$ cat src/rtl/tmes_pkg.sv
// shared types, constants and helpers for the timestamped midi event scheduler
// no dependencies; used by tmes_out_buf and timestamped_midi_event_scheduler
`default_nettype none

package tmes_pkg;

  localparam int unsigned QueueDepth = 16;
  localparam int unsigned PtrW       = $clog2(QueueDepth);
  localparam int unsigned CntW       = $clog2(QueueDepth + 1);

  localparam logic [31:0] PastLimit  = 32'h8000_0000;
  localparam logic [2:0]  MaxBytes   = 3'd3;

  typedef enum logic [1:0] {
    KindAccept  = 2'd0,
    KindReject  = 2'd1,
    KindRelease = 2'd2,
    KindMarker  = 2'd3
  } kind_e;

  typedef enum logic [2:0] {
    StIdle,
    StPush,
    StRead,
    StCheck,
    StMark
  } state_e;

  typedef struct packed {
    logic        func;
    logic [31:0] time_offset;
    logic [7:0]  port;
    logic [7:0]  status_byte;
    logic [7:0]  data_one;
    logic [7:0]  data_two;
    logic [2:0]  byte_count;
  } in_t;

  typedef struct packed {
    kind_e       kind;
    logic [7:0]  event_port;
    logic [7:0]  event_status;
    logic [7:0]  event_data_one;
    logic [7:0]  event_data_two;
    logic [1:0]  event_length;
    logic        late;
    logic [31:0] sample_time;
    logic        last;
  } out_t;

  // one stored event, most significant field first
  typedef struct packed {
    logic [7:0]  data_two;
    logic [7:0]  data_one;
    logic [7:0]  status;
    logic [7:0]  port;
    logic [31:0] due_time;
  } entry_t;

  function automatic logic [PtrW-1:0] ptr_inc(input logic [PtrW-1:0] ptr);
    logic [PtrW-1:0] nxt;
    if (ptr == PtrW'(QueueDepth - 1)) begin
      nxt = '0;
    end else begin
      nxt = ptr + PtrW'(1);
    end
    return nxt;
  endfunction

  // message length from the status byte
  function automatic logic [1:0] msg_len(input logic [7:0] st);
    logic [1:0] len;
    case (st) inside
      [8'h80:8'hBF]:  len = 2'd3;
      [8'hC0:8'hDF]:  len = 2'd2;
      [8'hE0:8'hEF]:  len = 2'd3;
      8'hF1, 8'hF3:   len = 2'd2;
      8'hF2:          len = 2'd3;
      default:        len = 2'd1;
    endcase
    return len;
  endfunction

endpackage

`default_nettype wire

$ cat src/rtl/tmes_out_buf.sv
// single-entry output register for result transactions
// depends on tmes_pkg for the result struct
`default_nettype none

module tmes_out_buf (
  input  wire logic          clk_i,
  input  wire logic          rst_ni,
  input  wire logic          push_i,
  input  wire tmes_pkg::out_t push_data_i,
  output logic               free_o,
  output logic               out_valid_o,
  input  wire logic          out_ready_i,
  output tmes_pkg::out_t     out_item_o
);

  logic           valid_q, valid_d;
  tmes_pkg::out_t data_q;

  // slot frees up in the same cycle the sink takes it
  assign free_o = !valid_q || out_ready_i;

  always_comb begin
    valid_d = valid_q;
    if (push_i && free_o) begin
      valid_d = 1'b1;
    end else if (out_ready_i) begin
      valid_d = 1'b0;
    end
  end

  always_ff @(posedge clk_i or negedge rst_ni) begin
    if (!rst_ni) begin
      valid_q <= 1'b0;
    end else begin
      valid_q <= valid_d;
    end
  end

  always_ff @(posedge clk_i) begin
    if (push_i && free_o) begin
      data_q <= push_data_i;
    end
  end

  assign out_valid_o = valid_q;
  assign out_item_o  = data_q;

endmodule

`default_nettype wire

$ cat src/rtl/timestamped_midi_event_scheduler.sv
// top level: fifo of timestamped midi events in one synchronous memory
// depends on tmes_pkg and tmes_out_buf
`default_nettype none

//  channel | signals                        | direction | payload
//  --------+--------------------------------+-----------+------------------
//  input   | in_valid_i / in_ready_o        | sink      | tmes_pkg::in_t
//  output  | out_valid_o / out_ready_i      | source    | tmes_pkg::out_t
//
// a push is taken in the idle state, then the push state loads the result register
// and, for an accepted entry, writes the memory
// a tick reads and checks each front entry in turn, from the read state to the
// check state, until the queue is empty or an entry not yet due is left at the head
// reset clears pointers, count, sample time and state; the store is not cleared
// a stalled output holds the sequencer in place; input is taken only when idle

module timestamped_midi_event_scheduler (
  input  wire logic          clk_i,
  input  wire logic          rst_ni,
  input  wire logic          in_valid_i,
  output logic               in_ready_o,
  input  wire tmes_pkg::in_t in_item_i,
  output logic               out_valid_o,
  input  wire logic          out_ready_i,
  output tmes_pkg::out_t     out_item_o
);

  tmes_pkg::state_e state_q, state_d;
  tmes_pkg::in_t    item_q;

  logic [tmes_pkg::PtrW-1:0] rd_ptr_q, wr_ptr_q;
  logic [tmes_pkg::CntW-1:0] count_q;
  logic [31:0]               time_q;

  // event store, read data registered
  tmes_pkg::entry_t mem_q [tmes_pkg::QueueDepth];
  tmes_pkg::entry_t rdata_q;
  tmes_pkg::entry_t wr_entry;

  logic           in_fire;
  logic           slot_free;
  logic           res_valid;
  tmes_pkg::out_t res;
  logic           mem_we, rd_en;
  logic           rel_fire, mark_fire;
  logic           push_ok;
  logic           queue_empty;
  logic [31:0]    diff;
  logic           late, due;

  assign in_fire     = in_valid_i && in_ready_o;
  assign queue_empty = (count_q == '0);

  // length 1..3 and room left
  assign push_ok = (item_q.byte_count != 3'd0) && (item_q.byte_count <= tmes_pkg::MaxBytes)
                   && (count_q != tmes_pkg::CntW'(tmes_pkg::QueueDepth));

  // wrap-around due test on the front entry
  assign diff = rdata_q.due_time - time_q;
  assign late = diff > tmes_pkg::PastLimit;
  assign due  = (diff == '0) || late;

  // new entry: stamp with current time plus offset, zero unused bytes
  always_comb begin
    wr_entry          = '0;
    wr_entry.due_time = time_q + item_q.time_offset;
    wr_entry.port     = item_q.port;
    wr_entry.status   = item_q.status_byte;
    if (item_q.byte_count >= 3'd2) begin
      wr_entry.data_one = item_q.data_one;
    end
    if (item_q.byte_count >= 3'd3) begin
      wr_entry.data_two = item_q.data_two;
    end
  end

  // next state
  always_comb begin
    state_d = state_q;
    case (state_q)
      tmes_pkg::StIdle: begin
        if (in_fire) begin
          state_d = in_item_i.func ? tmes_pkg::StRead : tmes_pkg::StPush;
        end
      end
      tmes_pkg::StPush: begin
        if (slot_free) begin
          state_d = tmes_pkg::StIdle;
        end
      end
      tmes_pkg::StRead: begin
        state_d = queue_empty ? tmes_pkg::StMark : tmes_pkg::StCheck;
      end
      tmes_pkg::StCheck: begin
        if (!due) begin
          state_d = tmes_pkg::StMark;
        end else if (slot_free) begin
          state_d = tmes_pkg::StRead;
        end
      end
      tmes_pkg::StMark: begin
        if (slot_free) begin
          state_d = tmes_pkg::StIdle;
        end
      end
      default: state_d = tmes_pkg::StIdle;
    endcase
  end

  // outputs of the sequencer
  always_comb begin
    in_ready_o      = 1'b0;
    res_valid       = 1'b0;
    res             = '0;
    res.sample_time = time_q;
    mem_we          = 1'b0;
    rd_en           = 1'b0;
    rel_fire        = 1'b0;
    mark_fire       = 1'b0;
    case (state_q)
      tmes_pkg::StIdle: begin
        in_ready_o = 1'b1;
      end
      tmes_pkg::StPush: begin
        res_valid = 1'b1;
        res.kind  = push_ok ? tmes_pkg::KindAccept : tmes_pkg::KindReject;
        res.last  = 1'b1;
        mem_we    = slot_free && push_ok;
      end
      tmes_pkg::StRead: begin
        rd_en = !queue_empty;
      end
      tmes_pkg::StCheck: begin
        if (due) begin
          res_valid          = 1'b1;
          res.kind           = tmes_pkg::KindRelease;
          res.event_port     = rdata_q.port;
          res.event_status   = rdata_q.status;
          res.event_data_one = rdata_q.data_one;
          res.event_data_two = rdata_q.data_two;
          res.event_length   = tmes_pkg::msg_len(rdata_q.status);
          res.late           = late;
          rel_fire           = slot_free;
        end
      end
      tmes_pkg::StMark: begin
        res_valid = 1'b1;
        res.kind  = tmes_pkg::KindMarker;
        res.last  = 1'b1;
        mark_fire = slot_free;
      end
      default: begin
        in_ready_o = 1'b0;
      end
    endcase
  end

  // control registers
  always_ff @(posedge clk_i or negedge rst_ni) begin
    if (!rst_ni) begin
      state_q  <= tmes_pkg::StIdle;
      rd_ptr_q <= '0;
      wr_ptr_q <= '0;
      count_q  <= '0;
      time_q   <= '0;
    end else begin
      state_q <= state_d;
      if (mem_we) begin
        wr_ptr_q <= tmes_pkg::ptr_inc(wr_ptr_q);
        count_q  <= count_q + tmes_pkg::CntW'(1);
      end else if (rel_fire) begin
        rd_ptr_q <= tmes_pkg::ptr_inc(rd_ptr_q);
        count_q  <= count_q - tmes_pkg::CntW'(1);
      end
      if (mark_fire) begin
        time_q <= time_q + 32'd1;
      end
    end
  end

  // payload registers
  always_ff @(posedge clk_i) begin
    if (in_fire) begin
      item_q <= in_item_i;
    end
  end

  // event store: one write port, one registered read port
  always_ff @(posedge clk_i) begin
    if (mem_we) begin
      mem_q[wr_ptr_q] <= wr_entry;
    end
    if (rd_en) begin
      rdata_q <= mem_q[rd_ptr_q];
    end
  end

  tmes_out_buf u_out_buf (
    .clk_i       (clk_i),
    .rst_ni      (rst_ni),
    .push_i      (res_valid),
    .push_data_i (res),
    .free_o      (slot_free),
    .out_valid_o (out_valid_o),
    .out_ready_i (out_ready_i),
    .out_item_o  (out_item_o)
  );

`ifndef ASSERT_OFF
  // occupancy never passes the depth
  assert property (@(posedge clk_i) disable iff (!rst_ni)
    count_q <= tmes_pkg::CntW'(tmes_pkg::QueueDepth))
    else $error("entry count beyond queue depth");

  // empty or full queue means the pointers meet
  assert property (@(posedge clk_i) disable iff (!rst_ni)
    (count_q == '0 || count_q == tmes_pkg::CntW'(tmes_pkg::QueueDepth))
    |-> rd_ptr_q == wr_ptr_q)
    else $error("pointers disagree with entry count");

  // a release only comes from a non-empty queue
  assert property (@(posedge clk_i) disable iff (!rst_ni)
    rel_fire |-> !queue_empty)
    else $error("release from empty queue");

  // memory write and read never share a cycle
  assert property (@(posedge clk_i) disable iff (!rst_ni)
    !(mem_we && rd_en))
    else $error("store read and write overlap");

  // sample time moves only with a marker
  assert property (@(posedge clk_i) disable iff (!rst_ni)
    !mark_fire |=> time_q == $past(time_q))
    else $error("sample time changed without marker");
`endif

endmodule

`default_nettype wire
$ cat config.mk
export PLATFORM = sky130hd
export DESIGN_NAME = timestamped_midi_event_scheduler
export DESIGN_NICKNAME = d
export VERILOG_FILES = /design/src/rtl/tmes_pkg.sv /design/src/rtl/tmes_out_buf.sv /design/src/rtl/timestamped_midi_event_scheduler.sv
export SDC_FILE = /design/constraint.sdc
export NUM_CORES = 1
export LEC_CHECK = 0
export ABC_AREA = 0
export BUFFER_PORTS_ARGS = -buffer_cell sky130_fd_sc_hd__buf_2
export CORE_MARGIN = 5
export CORE_UTILIZATION = 59
export DETAILED_ROUTE_END_ITERATION = 12
export PLACE_DENSITY_LB_ADDON = 0.15
export SYNTH_ARGS = -nofsm -noshare
export SYNTH_HDL_FRONTEND = slang
export SYNTH_SLANG_ARGS = --single-unit
$ cat constraint.sdc
create_clock -name clk_i -period 10.1 [get_ports clk_i]
set_input_delay 3.03 -clock clk_i [delete_from_list [all_inputs] [get_ports clk_i]]
set_output_delay 3.03 -clock clk_i [all_outputs]
set_load 0.005 [all_outputs]
==> results.py <==
metrics = {
    "outcome": {
        "status": "complete, no violations",
    },
    "floorplan": {
        "num_rows": 108,
        "fp.dieH_um": 305,
        "core_sq_um": 86600,
        "ios": 144,
        "die_area_sq_um": 93100,
        "initial_utilization": 0.593,
        "die_x_um": 305,
    },
    "yosys": {
        "syn_avg_cell_area_sq_um": 17.5,
        "synth_top_area_frac": 0.716,
        "synthTopCellsByArea": "edfxtp_1 72%, mux4_2 5.6%, mux2i_1 3.8%",
        "synth_edf_count": 1225,
        "ys_types": 75,
        "syn_inst": 2935,
        "synth_ff_type": "edfxtp_1",
        "syn_nets": 3080,
        "yosysSeqAreaShare": 0.740,
        "synth-async-reset-ratio": 0.0385,
        "synth_top_cell_by_area": "edfxtp_1",
        "syn_area_sq_um": 51400,
        "ys_ff_latch": 1274,
        "synth_warnings": 0,
    },
    "cells_and_area": {
        "syn_to_final_growth_pct": 12.3,
        "design_area_sq_um": 57700,
        "nets": 3280,
        "fillCellCount": 5804,
        "drive_gt1_frac": 0.190,
        "antennaDiodeCount": 0,
        "multi_input_area_sq_um": 12800,
        "regArea_sq_um": 38000,
    },
    "sta": {
        "timing.hold.ws_ns": 0.510,
        "fin_crit_sh": 0.657,
        "grt_setup_unrepaired": "no",
        "finalSetupViolations": 0,
        "setup_tns_ns": 0,
        "period_minus_slack_ns": 6.63,
        "hold_viol_final": 0,
        "tightest_slew_ns": 1.37,
        "slew_violations": 0,
        "fmax_mhz": 151,
        "finalClockSkew_ns": 0.0572,
        "relSlewSlack": 0.0825,
    },
    "route": {
        "drt_pass1_iterations": 5,
        "viasPerCell": 6.34,
        "finalWirelength_um": 122000,
        "antenna_left": 0,
        "drc": 0,
        "vias": 27900,
        "wl_per_cell_um": 27.9,
        "initialDrtViolationCount": 2874,
    },
    "clock_network": {
        "hold_buffers": 0,
        "cts_buffers": 121,
        "tritoncts": "done",
        "ctsHtreeMaxLevel": 3,
        "ctsLongestPathBuffers": 3,
        "clock_latency_ns": 0.72,
        "cts_sinks": 1274,
        "cts-root-buf": "clkbuf_16",
        "clk_pin_slew_ns": 0.06,
        "cts_setup_buffers": 0,
        "cts_resized": 0,
    },
    "global_routing": {
        "grt_pass1_vias": 28600,
        "grt.overflow.total": 0,
        "grtUsageTotal": 0.262,
        "grt_max_degree": 125,
        "antenna_found_initial": 3,
        "grt_pass1_wl_um": 182000,
    },
    "pwr": {
        "p_leak_nw": 19.6,
        "ir_drop_uv": 170,
        "powerDensity_nw_per_um2": 270,
    },
    "place": {
        "port_buffers": 143,
        "globalplace.congestion": 0.905,
        "dp.final_hpwl_um": 70300,
        "placed_cell_area_sq_um": 53600,
    },
    "critical_path": {
        "crit_path_max_incr_delay_ns": 0.96,
        "path_delay_family": "simple AND/OR/NAND/NOR gates",
        "path_max_fanout": 44,
        "crit_chain": "inv_1, ha_1, nand2b_1, nand3_1, nor4_1, o2111ai_1, a311oi_1, nor4b_1, nand4_1, nor4_2, a31oi_1, nor4_4, buf_4, nor2_1, nor2_4, buf_4",
        "startpoint_type": "register",
        "cpMaxStageDelayCell": "nor2_4",
        "critPathBufInv": 3,
        "worst_ep_required_time_ns": 10.44,
        "critPathCaptureType": "register",
        "critical_path_class": "register to register",
        "cp.arrival_ns": 6.98,
        "cpMostUsedCell": "buf_4",
    },
    "worst_hold_path": {
        "hold_path_class": "register to register",
    },
    "run": {
        "maxCapViolCount": 0,
    },
}
## final cells by class
cell class / count / area share
Clock inverter: 86 / 0.0151
Tap cell: 1155 / 0.0250
Timing Repair Buffer: 202 / 0.0206
Sequential cell: 1274 / 0.659
Inverter: 59 / 0.00384
Clock buffer: 141 / 0.0540
Multi-Input combinational cell: 1477 / 0.222
## path summary, 6_finish.rpt
| check | cells after the start | end | slack, ns | start |
|---|---|---|---|---|
| hold reg to reg | 0 | u_out_buf.out_item_o[23] | 0.51 | time_q[22] |
| max in group asynchronous | 2 | rd_ptr_q[0] | 7.05 | rst_ni |
| setup / recovery | 16 | u_out_buf.out_item_o[57] | 3.47 | time_q[27] |
| min in group asynchronous | 2 | state_q[0] | 2.49 | rst_ni |
| setup reg to reg | 16 | u_out_buf.out_item_o[57] | 3.47 | time_q[27] |
| hold / removal | 0 | u_out_buf.out_item_o[23] | 0.51 | time_q[22] |
## per-layer routing
metal | wire [um] | GRT usage | vias up
li1 | - | - | 12200
met1 | 48500 | 0.357 | 14400
met2 | 61700 | 0.445 | 1144
met3 | 8200 | 0.0367 | 218
met4 | 4080 | 0.0836 | 0
met5 | 0 | 0 | -
## cell usage in the layout (no fill, tap or decap), types with 8 or more instances in the layout
cell / synthesis / final
edfxtp_1: 1225 / 1225
mux2i_1: 193 / 193
o21ai_0: 165 / 165
buf_2: 5 / 143
nand2_1: 129 / 128
mux4_2: 128 / 128
clkbuf_16: 0 / 121
a21oi_1: 110 / 110
ha_1: 71 / 71
a221oi_1: 66 / 66
a22oi_1: 65 / 65
mux2_2: 65 / 65
nor2_1: 69 / 64
inv_1: 59 / 58
buf_4: 0 / 56
xnor2_1: 59 / 52
dfrtp_1: 49 / 45
and2_1: 42 / 36
clkinv_2: 0 / 32
nand3_1: 30 / 30
clkinv_1: 0 / 30
a21o_1: 27 / 27
nor3_1: 30 / 26
nor2b_1: 25 / 24
clkbuf_1: 84 / 19
and3_1: 16 / 16
bufinv_16: 0 / 15
nand2b_1: 13 / 13
o211ai_1: 13 / 13
xor2_1: 13 / 13
o21a_1: 12 / 12
a31oi_1: 10 / 10
nand4_1: 10 / 10
or3_1: 9 / 9
nor3b_1: 9 / 9
a211oi_1: 8 / 8
## where the power goes
group | switching (mW) | leakage [nW] | internal, mW
sequential | 0.335 | 11.7 | 6.79
clock | 1.93 | 1.96 | 2.59
combinational | 2.46 | 6.00 | 1.47
total | 4.72 | 19.6 | 10.8
## logic make-up after synthesis
logic type	count (synthesis)	synth area share
xor+xnor	72	0.0123
fa+ha+maj	73	0.0181
mux	392	0.109
compound gates	532	0.0672
simple gates	408	0.0398
flops	1274	0.740
buf+inv	184	0.0136
## through the flow
stage,worst slack (ns),std cells,util,power [mW]
2_1_floorplan,-0.407,2935,-,9.72
5_1_grt,3.15,4394,0.666,16.2
4_1_cts,3.42,4393,0.665,15.6
3_5_place_dp,3.42,4166,0.619,11.1
6_report,3.47,4394,0.666,15.6
3_3_place_gp,3.42,4166,0.619,11.1
## flip-flops by register name (all words and copies together), names as in the netlist
signal	cells
u_out_buf.out_item_o	70
rdata_q	64
wr_ptr_q	4
rd_ptr_q	4
item_q	67
state_q	3
count_q	5
u_out_buf.out_valid_o	1
time_q	32
mem_q	1024
## Yosys cell counts, types with 16 or more instances
cell type / instances
a21o_1: 27
a21oi_1: 110
a221oi_1: 66
a22oi_1: 65
and2_1: 42
and3_1: 16
buf_1: 36
clkbuf_1: 84
dfrtp_1: 49
edfxtp_1: 1225
ha_1: 71
inv_1: 59
mux2_2: 65
mux2i_1: 193
mux4_2: 128
nand2_1: 129
nand3_1: 30
nor2_1: 69
nor2b_1: 25
nor3_1: 30
o21ai_0: 165
xnor2_1: 59
(Power assumes the default switching activity.)
